$ cat src/rqr_pkg.sv
// shared types, constants and helper functions of the ready queue
package rqr_pkg;

   localparam int DEPTH    = 16;
   localparam int ID_WIDTH = 16;
   localparam int IDX_W    = (DEPTH > 1) ? $clog2(DEPTH) : 1;
   localparam int CNT_W    = $clog2(DEPTH + 1);
   localparam int MODE_W   = 2;
   localparam int STAT_W   = 2;
   localparam int FID_W    = 16;
   localparam int OCC_W    = 5;

   localparam logic [MODE_W-1:0] MODE_ENQ = 2'd0;
   localparam logic [MODE_W-1:0] MODE_DEQ = 2'd1;
   localparam logic [MODE_W-1:0] MODE_REM = 2'd2;

   localparam logic [STAT_W-1:0] STATUS_DONE = 2'd0;
   localparam logic [STAT_W-1:0] STATUS_MISS = 2'd1;
   localparam logic [STAT_W-1:0] STATUS_FULL = 2'd2;

   typedef struct packed {
      logic [MODE_W-1:0] mode;
      logic [FID_W-1:0]  tid;
   } req_type;

   typedef struct packed {
      logic [STAT_W-1:0] status;
      logic [FID_W-1:0]  result_id;
      logic [OCC_W-1:0]  occupancy;
   } rsp_type;

   typedef struct packed {
      logic                we;
      logic [IDX_W-1:0]    waddr;
      logic [ID_WIDTH-1:0] wdata;
      logic                re;
      logic [IDX_W-1:0]    raddr;
   } mem_req_type;

   typedef enum logic [2:0] {
      S_IDLE,
      S_START,
      S_DEQ_WAIT,
      S_SCAN,
      S_SHIFT,
      S_DONE
   } state_type;

   // physical slot of the entry at a given distance from the head
   function automatic logic [IDX_W-1:0] slot(input logic [IDX_W-1:0] head,
                                             input logic [IDX_W-1:0] off);
      logic [IDX_W:0] sum;
      sum = {1'b0, head} + {1'b0, off};
      if (sum >= (IDX_W+1)'(DEPTH)) begin
         sum = sum - (IDX_W+1)'(DEPTH);
      end
      return sum[IDX_W-1:0];
   endfunction

   function automatic logic [ID_WIDTH-1:0] id_from_field(input logic [FID_W-1:0] f);
      logic [63:0] w;
      w = 64'(f);
      return w[ID_WIDTH-1:0];
   endfunction

   function automatic logic [FID_W-1:0] id_to_field(input logic [ID_WIDTH-1:0] v);
      logic [63:0] w;
      w = 64'(v);
      return w[FID_W-1:0];
   endfunction

   function automatic logic [OCC_W-1:0] count_to_occ(input logic [CNT_W-1:0] c);
      logic [63:0] w;
      w = 64'(c);
      return w[OCC_W-1:0];
   endfunction

endpackage

$ cat src/ready_queue_with_remove_by_id.sv
// top level of the ordered thread id queue with remove by id
//
// req channel: one transaction carries mode (enqueue, dequeue head, remove first
// matching id) and tid. rsp channel: exactly one transaction per request,
// in request order, with status, result_id and the occupancy after the operation.
// both channels use valid/stall; a transaction moves when valid is high and stall low.
// the ids live in a DEPTH-entry memory with registered read data; the head
// index and the entry count sit in flip-flops in the sequencer.
// enqueue writes one entry, dequeue reads the head entry, and remove scans from the head
// with one memory read per entry scanned and one read plus write per entry moved
// during compaction. one request is worked on at a time: a new one is taken only
// while the sequencer is idle or hands its result to the output register.
// the response sits in an output register; while the receiver stalls, the
// next request is still taken and worked on, and its result waits in the
// sequencer until the register frees up.
// reset empties the queue at once; memory contents are left as they are.
module ready_queue_with_remove_by_id
   import rqr_pkg::*;
(
   input  logic    clock,
   input  logic    reset,
   input  logic    req_valid,
   input  req_type req,
   output logic    req_stall,
   output logic    rsp_valid,
   input  logic    rsp_stall,
   output rsp_type rsp
);

   logic                rsp_valid_ff;
   rsp_type             rsp_ff;
   logic                out_free;
   logic                done_valid;
   rsp_type             done_rsp;
   mem_req_type         mem_req;
   logic [ID_WIDTH-1:0] mem_rdata;

   assign out_free = !rsp_valid_ff || !rsp_stall;

   rqr_ctrl u_ctrl (
      .clock      (clock),
      .reset      (reset),
      .req_valid  (req_valid),
      .req        (req),
      .req_stall  (req_stall),
      .out_free   (out_free),
      .done_valid (done_valid),
      .done_rsp   (done_rsp),
      .mem_req    (mem_req),
      .mem_rdata  (mem_rdata)
   );

   rqr_ram #(
      .DEPTH_P (DEPTH),
      .WIDTH_P (ID_WIDTH)
   ) u_ram (
      .clock (clock),
      .we    (mem_req.we),
      .waddr (mem_req.waddr),
      .wdata (mem_req.wdata),
      .re    (mem_req.re),
      .raddr (mem_req.raddr),
      .rdata (mem_rdata)
   );

   always_ff @(posedge clock) begin
      if (reset) begin
         rsp_valid_ff <= 1'b0;
      end else if (done_valid && out_free) begin
         rsp_valid_ff <= 1'b1;
      end else if (!rsp_stall) begin
         rsp_valid_ff <= 1'b0;
      end
   end

   always_ff @(posedge clock) begin
      if (done_valid && out_free) begin
         rsp_ff <= done_rsp;
      end
   end

   assign rsp_valid = rsp_valid_ff;
   assign rsp       = rsp_ff;

endmodule

$ cat src/rqr_ram.sv
// generic single-write single-read memory with registered read data
module rqr_ram #(
   parameter int DEPTH_P = 16,
   parameter int WIDTH_P = 16,
   parameter int ADDR_W_P = (DEPTH_P > 1) ? $clog2(DEPTH_P) : 1
) (
   input  logic                clock,
   input  logic                we,
   input  logic [ADDR_W_P-1:0] waddr,
   input  logic [WIDTH_P-1:0]  wdata,
   input  logic                re,
   input  logic [ADDR_W_P-1:0] raddr,
   output logic [WIDTH_P-1:0]  rdata
);

   logic [WIDTH_P-1:0] mem_ff [DEPTH_P];
   logic [WIDTH_P-1:0] rdata_ff;

   always_ff @(posedge clock) begin
      if (we) begin
         mem_ff[waddr] <= wdata;
      end
   end

   always_ff @(posedge clock) begin
      if (re) begin
         rdata_ff <= mem_ff[raddr];
      end
   end

   assign rdata = rdata_ff;

endmodule

$ cat src/rqr_ctrl.sv
// operation sequencer: head and count, scan and compaction over the entry memory
module rqr_ctrl
   import rqr_pkg::*;
(
   input  logic                clock,
   input  logic                reset,
   input  logic                req_valid,
   input  req_type             req,
   output logic                req_stall,
   input  logic                out_free,
   output logic                done_valid,
   output rsp_type             done_rsp,
   output mem_req_type         mem_req,
   input  logic [ID_WIDTH-1:0] mem_rdata
);

   state_type           state_ff, state_in;
   logic [IDX_W-1:0]    head_ff, head_in;
   logic [CNT_W-1:0]    count_ff, count_in;
   logic [IDX_W-1:0]    idx_ff, idx_in;
   logic [MODE_W-1:0]   mode_ff, mode_in;
   logic [ID_WIDTH-1:0] id_ff, id_in;
   logic [STAT_W-1:0]   status_ff, status_in;
   logic [ID_WIDTH-1:0] got_ff, got_in;
   logic                accept;
   logic                is_match;
   logic                more_scan;
   logic                more_shift;

   assign req_stall  = !((state_ff == S_IDLE) || ((state_ff == S_DONE) && out_free));
   assign accept     = req_valid && !req_stall;
   assign is_match   = (mem_rdata == id_ff);
   assign more_scan  = ((CNT_W'(idx_ff) + CNT_W'(1)) < count_ff);
   assign more_shift = ((CNT_W'(idx_ff) + CNT_W'(2)) < count_ff);

   always_comb begin
      state_in = state_ff;
      case (state_ff)
         S_IDLE: begin
            if (accept) begin
               state_in = S_START;
            end
         end
         S_START: begin
            case (mode_ff)
               MODE_ENQ: state_in = S_DONE;
               MODE_DEQ: state_in = (count_ff == '0) ? S_DONE : S_DEQ_WAIT;
               MODE_REM: state_in = (count_ff == '0) ? S_DONE : S_SCAN;
               default:  state_in = S_DONE;
            endcase
         end
         S_DEQ_WAIT: state_in = S_DONE;
         S_SCAN: begin
            if (is_match && more_scan) begin
               state_in = S_SHIFT;
            end else if (is_match || !more_scan) begin
               state_in = S_DONE;
            end else begin
               state_in = S_SCAN;
            end
         end
         S_SHIFT: state_in = more_shift ? S_SHIFT : S_DONE;
         S_DONE: begin
            if (out_free) begin
               state_in = accept ? S_START : S_IDLE;
            end
         end
         default: state_in = S_IDLE;
      endcase
   end

   always_comb begin
      head_in    = head_ff;
      count_in   = count_ff;
      idx_in     = idx_ff;
      mode_in    = mode_ff;
      id_in      = id_ff;
      status_in  = status_ff;
      got_in     = got_ff;
      mem_req    = '0;
      done_valid = 1'b0;
      done_rsp   = '{status: status_ff, result_id: id_to_field(got_ff),
                     occupancy: count_to_occ(count_ff)};
      if (accept) begin
         mode_in   = req.mode;
         id_in     = id_from_field(req.tid);
         status_in = STATUS_MISS;
         got_in    = '0;
      end
      case (state_ff)
         S_START: begin
            case (mode_ff)
               MODE_ENQ: begin
                  if (count_ff == CNT_W'(DEPTH)) begin
                     status_in = STATUS_FULL;
                  end else begin
                     mem_req.we    = 1'b1;
                     mem_req.waddr = slot(head_ff, count_ff[IDX_W-1:0]);
                     mem_req.wdata = id_ff;
                     count_in      = count_ff + CNT_W'(1);
                     status_in     = STATUS_DONE;
                  end
               end
               MODE_DEQ, MODE_REM: begin
                  mem_req.re    = (count_ff != '0);
                  mem_req.raddr = head_ff;
                  idx_in        = '0;
               end
               default: status_in = STATUS_MISS;
            endcase
         end
         S_DEQ_WAIT: begin
            got_in    = mem_rdata;
            head_in   = slot(head_ff, IDX_W'(1));
            count_in  = count_ff - CNT_W'(1);
            status_in = STATUS_DONE;
         end
         S_SCAN: begin
            if (is_match) begin
               got_in    = mem_rdata;
               status_in = STATUS_DONE;
               if (more_scan) begin
                  mem_req.re    = 1'b1;
                  mem_req.raddr = slot(head_ff, idx_ff + IDX_W'(1));
               end else begin
                  count_in = count_ff - CNT_W'(1);
               end
            end else if (more_scan) begin
               mem_req.re    = 1'b1;
               mem_req.raddr = slot(head_ff, idx_ff + IDX_W'(1));
               idx_in        = idx_ff + IDX_W'(1);
            end
         end
         S_SHIFT: begin
            // move the entry behind the gap one place toward the head
            mem_req.we    = 1'b1;
            mem_req.waddr = slot(head_ff, idx_ff);
            mem_req.wdata = mem_rdata;
            if (more_shift) begin
               mem_req.re    = 1'b1;
               mem_req.raddr = slot(head_ff, idx_ff + IDX_W'(2));
               idx_in        = idx_ff + IDX_W'(1);
            end else begin
               count_in = count_ff - CNT_W'(1);
            end
         end
         S_DONE: done_valid = 1'b1;
         default: done_valid = 1'b0;
      endcase
   end

   always_ff @(posedge clock) begin
      if (reset) begin
         state_ff <= S_IDLE;
         head_ff  <= '0;
         count_ff <= '0;
      end else begin
         state_ff <= state_in;
         head_ff  <= head_in;
         count_ff <= count_in;
      end
   end

   always_ff @(posedge clock) begin
      idx_ff    <= idx_in;
      mode_ff   <= mode_in;
      id_ff     <= id_in;
      status_ff <= status_in;
      got_ff    <= got_in;
   end

endmodule

$ cat config.mk
export PLATFORM = sky130hd
export DESIGN_NAME = ready_queue_with_remove_by_id
export DESIGN_NICKNAME = d
export VERILOG_FILES = /design/src/rqr_pkg.sv /design/src/ready_queue_with_remove_by_id.sv /design/src/rqr_ram.sv /design/src/rqr_ctrl.sv
export SDC_FILE = /design/constraint.sdc
export NUM_CORES = 1
export LEC_CHECK = 0
export BUFFER_PORTS_ARGS = -buffer_cell sky130_fd_sc_hd__buf_2
export CORE_MARGIN = 3
export CORE_UTILIZATION = 45
export DETAILED_ROUTE_END_ITERATION = 6
export PLACE_DENSITY = 0.59
export SYNTH_ARGS = -nofsm -noshare
export SYNTH_HDL_FRONTEND = slang
export SYNTH_SLANG_ARGS = --single-unit
$ cat constraint.sdc
create_clock -name clock -period 4.3 [get_ports clock]
set_input_delay 0.86 -clock clock [delete_from_list [all_inputs] [get_ports clock]]
set_output_delay 0.86 -clock clock [all_outputs]
set_load 0.02 [all_outputs]
==> report_table.html <==
<table>
<tr><th>Metric</th><th>Value</th></tr>
<tr><th colspan="2">Status</th></tr>
<tr><td>Result of the run</td><td>complete, no violations</td></tr>
<tr><th colspan="2">Logic synthesis</th></tr>
<tr><td>Seq/Total Area, Yosys</td><td>64.2%</td></tr>
<tr><td>Avg Cell Area, Syn</td><td>13.6 µm²</td></tr>
<tr><td>Proportion of synthesized flip-flops having asynchronous set or reset</td><td>0%</td></tr>
<tr><td>Fraction of post-synthesis cell area in the top cell type by area</td><td>60.3%</td></tr>
<tr><td>Net Count, Synth</td><td>1219</td></tr>
<tr><td>Most instantiated flip-flop cell in the synthesis netlist</td><td>edfxtp_1</td></tr>
<tr><td>Cell types occupying the most area after synthesis</td><td>edfxtp_1, o221a_2, a2111oi_0</td></tr>
<tr><td>Count of flip-flops with a built-in enable after synthesis</td><td>317</td></tr>
<tr><td>Netlist cell types</td><td>65</td></tr>
<tr><td>Area of the mapped netlist</td><td>0.0158 mm²</td></tr>
<tr><td>Synthesized instance count</td><td>1163</td></tr>
<tr><td>Syn. warnings</td><td>0</td></tr>
<tr><td>Leading area contributor after synthesis</td><td>edfxtp_1</td></tr>
<tr><td>Number of synthesized register bits</td><td>348</td></tr>
<tr><th colspan="2">Routing</th></tr>
<tr><td>Routed metal-1 wire length</td><td>18900 µm</td></tr>
<tr><td>Routed length on met2</td><td>19100 µm</td></tr>
<tr><td>Highest Signal Layer</td><td>met4</td></tr>
<tr><td>Via density</td><td>6.22</td></tr>
<tr><td>Overall routed net length</td><td>42000 µm</td></tr>
<tr><td>Via total after detailed routing</td><td>10500</td></tr>
<tr><td>DRC violation count after routing</td><td>0</td></tr>
<tr><td>Router iterations before antenna repair</td><td>5</td></tr>
<tr><td>Detail Route met3 WL</td><td>3000 µm</td></tr>
<tr><td>Number of routed nets with antenna violations</td><td>0</td></tr>
<tr><td>Final routed wire length divided by cell count</td><td>24.8 µm</td></tr>
<tr><td>Initial DRC Count</td><td>1027</td></tr>
<tr><th colspan="2">Power and ir drop</th></tr>
<tr><td>Comb power frac</td><td>35.2%</td></tr>
<tr><td>Fraction of power consumed by sequential logic</td><td>39.1%</td></tr>
<tr><td>Total power per unit cell area</td><td>662 mW/mm²</td></tr>
<tr><td>Sw Pwr</td><td>4.31 mW</td></tr>
<tr><td>Switching part of the total</td><td>36.2%</td></tr>
<tr><td>Clock share of power</td><td>25.7%</td></tr>
<tr><td>Leakage dissipation</td><td>6.48 nW</td></tr>
<tr><td>Design internal power</td><td>7.59 mW</td></tr>
<tr><td>Peak supply drop</td><td>0.380 mV</td></tr>
<tr><th colspan="2">GRT</th></tr>
<tr><td>Global-route wire length before repair</td><td>64600 µm</td></tr>
<tr><td>Global-route congestion overflow total</td><td>0</td></tr>
<tr><td>Vias in the first global route</td><td>10300</td></tr>
<tr><td>GR Util All Layers</td><td>22.1%</td></tr>
<tr><td>Number of antenna violations at the first check in global routing</td><td>0</td></tr>
<tr><td>Largest net degree at the start of global routing</td><td>71</td></tr>
<tr><th colspan="2">Clocking</th></tr>
<tr><td>Clock-pin slew on the worst setup and hold paths</td><td>60 ps</td></tr>
<tr><td>Post-CTS setup buffer count</td><td>0</td></tr>
<tr><td>Post-CTS Hold Fix Bufs</td><td>0</td></tr>
<tr><td>Largest buffer count on any clock path</td><td>3</td></tr>
<tr><td>TritonCTS clock tree</td><td>yes</td></tr>
<tr><td>Number of clock sinks</td><td>348</td></tr>
<tr><td>Worst skew pair latency</td><td>540 ps</td></tr>
<tr><td>Clk root buf</td><td>clkbuf_16</td></tr>
<tr><td>Post-cts repair resize count</td><td>0</td></tr>
<tr><td>Cts bufs inserted</td><td>39</td></tr>
<tr><td>Deepest level of the CTS H-tree</td><td>2</td></tr>
<tr><th colspan="2">Timing</th></tr>
<tr><td>Setup tns final</td><td>0 ps</td></tr>
<tr><td>Worst slew pin tran</td><td>1130 ps</td></tr>
<tr><td>Maximum clock skew at final layout</td><td>12.3 ps</td></tr>
<tr><td>Total of endpoints with negative setup slack in the final report</td><td>0</td></tr>
<tr><td>Hold violation count in the final report</td><td>0</td></tr>
<tr><td>Fmax achieved</td><td>0.252 GHz</td></tr>
<tr><td>Part of the cycle the worst path needs</td><td>92.4%</td></tr>
<tr><td>Crit path time final</td><td>3970 ps</td></tr>
<tr><td>RSZ-0062 raised after global routing</td><td>no</td></tr>
<tr><td>Max-slew violation total from the final report</td><td>0</td></tr>
<tr><td>Relative slew margins</td><td>24.7%</td></tr>
<tr><th colspan="2">Die</th></tr>
<tr><td>Std cell rows</td><td>67</td></tr>
<tr><td>Die span in y</td><td>193 µm</td></tr>
<tr><td>Initial core utilization</td><td>46.4%</td></tr>
<tr><td>Die footprint</td><td>0.0374 mm²</td></tr>
<tr><td>Area of the core</td><td>0.0340 mm²</td></tr>
<tr><td>Die boundary width</td><td>193 µm</td></tr>
<tr><td>Number of primary I/O pins</td><td>47</td></tr>
<tr><th colspan="2">Setup path</th></tr>
<tr><td>Element type at the critical path start</td><td>flip-flop</td></tr>
<tr><td>Worst setup endpoint</td><td>u_ram.rdata[8]$_DFFE_PP_</td></tr>
<tr><td>Worst Path Required</td><td>4590 ps</td></tr>
<tr><td>Origin of the critical flop-to-flop path</td><td>u_ctrl.idx_ff[0]$_SDFFCE_PP0P_</td></tr>
<tr><td>R2r endpoint</td><td>u_ram.rdata[8]$_DFFE_PP_</td></tr>
<tr><td>Worst Path Arrival</td><td>4260 ps</td></tr>
<tr><td>Sort of element at the end of the critical path</td><td>flip-flop</td></tr>
<tr><td>Register-to-register setup slack</td><td>330 ps</td></tr>
<tr><td>Startpoint of the most critical setup path</td><td>u_ctrl.idx_ff[0]$_SDFFCE_PP0P_</td></tr>
<tr><td>Max FO, Critical Path</td><td>23</td></tr>
<tr><td>Worst path slowest cell</td><td>a2111oi_0</td></tr>
<tr><td>Worst path max stage delay</td><td>700 ps</td></tr>
<tr><td>Cell type with the highest occurrence count on the critical path</td><td>ha_1</td></tr>
<tr><td>Kind of critical path</td><td>flip-flop to flip-flop</td></tr>
<tr><td>Worst-case reg-to-reg path depth</td><td>11</td></tr>
<tr><td>Cell Chain, Critical Path</td><td>ha_1 -&gt; xor2_1 -&gt; ha_1 -&gt; a21o_1 -&gt; a31oi_1 -&gt; a21oi_1 -&gt; o221a_2 -&gt; a2111oi_0 -&gt; buf_4 -&gt; nor4_1 -&gt; o32a_1</td></tr>
<tr><th colspan="2">Worst hold path</th></tr>
<tr><td>Class of the most critical hold timing path</td><td>flip-flop to flip-flop</td></tr>
<tr><th colspan="2">Placement</th></tr>
<tr><td>Placed wire-length estimate</td><td>24500 µm</td></tr>
<tr><td>Final weighted congestion of routability-driven global placement</td><td>0.855</td></tr>
<tr><td>Total of buffers placed on input and output ports</td><td>46</td></tr>
<tr><th colspan="2">Flow run</th></tr>
<tr><td>Max-Cap Viols</td><td>0</td></tr>
<tr><th colspan="2">Layout</th></tr>
<tr><td>Layout-stage area growth over the synthesis result</td><td>13.8%</td></tr>
<tr><td>FILL cells</td><td>2888</td></tr>
<tr><td>Fraction of final layout cells with drive strength greater than 1</td><td>23.0%</td></tr>
<tr><td>Utilization after layout</td><td>52.8%</td></tr>
<tr><td>Most frequent standard cell in the layout excluding fill and tap cells</td><td>edfxtp_1</td></tr>
<tr><td>Final nets</td><td>1272</td></tr>
<tr><td>Number of antenna diodes</td><td>0</td></tr>
<tr><td>Highest-count cells in the layout ignoring fill and taps</td><td>edfxtp_1, nand2_1, a2111oi_0</td></tr>
</table>
## kinds of logic (layout without fill, tap and decap cells)
group,count (synthesis),after routing,synth area share [%]
adder cells (fa/ha/maj),34,34,2.93
flip-flops,348,348,64.2
multiplexers,32,32,2.04
XOR/XNOR,36,36,2.00
buffers and inverters,141,222,3.63
AND/OR/NAND/NOR,244,244,7.33
AO/OA/AOI/OAI,328,328,17.9
## registers in the layout, indices dropped and copies added, names as in the netlist
| signal | cells |
|---|---|
| u_ctrl.got_ff | 16 |
| u_ctrl.status_ff | 2 |
| u_ram.rdata | 16 |
| u_ctrl.idx_ff | 4 |
| u_ctrl.id_ff | 16 |
| u_ctrl.state_ff | 3 |
| rsp_valid | 1 |
| u_ram.mem_ff | 256 |
| u_ctrl.head_ff | 4 |
| rsp | 23 |
| u_ctrl.mode_ff | 2 |
| u_ctrl.count_ff | 5 |
## layer usage
layer,track usage [%],vias up
met2,34.4,399
met3,3.88,64
li1,-,4799
met5,0,-
met4,6.59,0
met1,31.9,5270
## per-stage QoR
| step | instances | power [mW] | area (µm²) | setup WS, ps | hold slack (ps) |
|---|---|---|---|---|---|
| after CTS | 1692 | 11.9 | 18000 | 360 | 430 |
| after global routing | 1692 | 12.5 | 18000 | 37.8 | 436 |
| after floorplan | 1163 | 7.45 | 15800 | 1120 | 408 |
| final | 1692 | 11.9 | 18000 | 328 | 429 |
| after global placement | 1623 | 8.82 | 16800 | 364 | 412 |
| after detailed placement | 1623 | 8.85 | 16800 | 352 | 418 |
## cells in the mapped netlist, drive strengths merged (15+ instances only)
master   number
edfxtp      317
nand2       114
a2111oi      93
o221a        91
clkbuf       77
o21ai        42
inv          41
nor4         36
nor2         35
dfxtp        31
mux2i        30
ha           29
xor2         28
a21oi        25
buf          23
nand3        21
o32a         15
## area by class of cell
type                            count  area [µm²]  share of cell area, %
Clock inverter                     16         120                  0.668
Sequential cell                   348       10100                   56.4
Tap cell                          448         561                   3.12
Timing Repair Buffer              112         788                   4.39
Inverter                           41         154                  0.856
Clock buffer                       53        1030                   5.72
Multi-Input combinational cell    674        5180                   28.8
## worst min path at each step
stage,end,slack [ps],start,cells past startpoint
floorplan,rsp[10]$_DFFE_PP_,410,u_ctrl.got_ff[5]$_DFF_P_,0
global placement,rsp[10]$_DFFE_PP_,410,u_ctrl.got_ff[5]$_DFF_P_,0
detailed placement,rsp[20]$_DFFE_PP_,420,u_ctrl.got_ff[15]$_DFF_P_,0
CTS,rsp[20]$_DFFE_PP_,430,u_ctrl.got_ff[15]$_DFF_P_,0
global route,rsp[5]$_DFFE_PP_,440,u_ctrl.got_ff[0]$_DFF_P_,0
finish,rsp[5]$_DFFE_PP_,430,u_ctrl.got_ff[0]$_DFF_P_,0
## power groups by stage
stage / Clock (mW) / Combinational (mW) / Sequential [mW]
floorplan: 0 / 2.82 / 4.63
global placement: 0 / 4.11 / 4.71
detailed placement: 0 / 4.14 / 4.71
CTS: 3.11 / 4.17 / 4.65
global route: 3.25 / 4.58 / 4.69
finish: 3.06 / 4.19 / 4.65
## worst max-delay path: cells and delay by family (launching register included)
family | cells | cell delay (ps)
compound gates | 6 | 2120
simple gates | 1 | 50
xor+xnor | 1 | 270
fa+ha+maj | 2 | 570
buf+inv | 1 | 220
flops | 1 | 480
(Power assumes the default switching activity.)
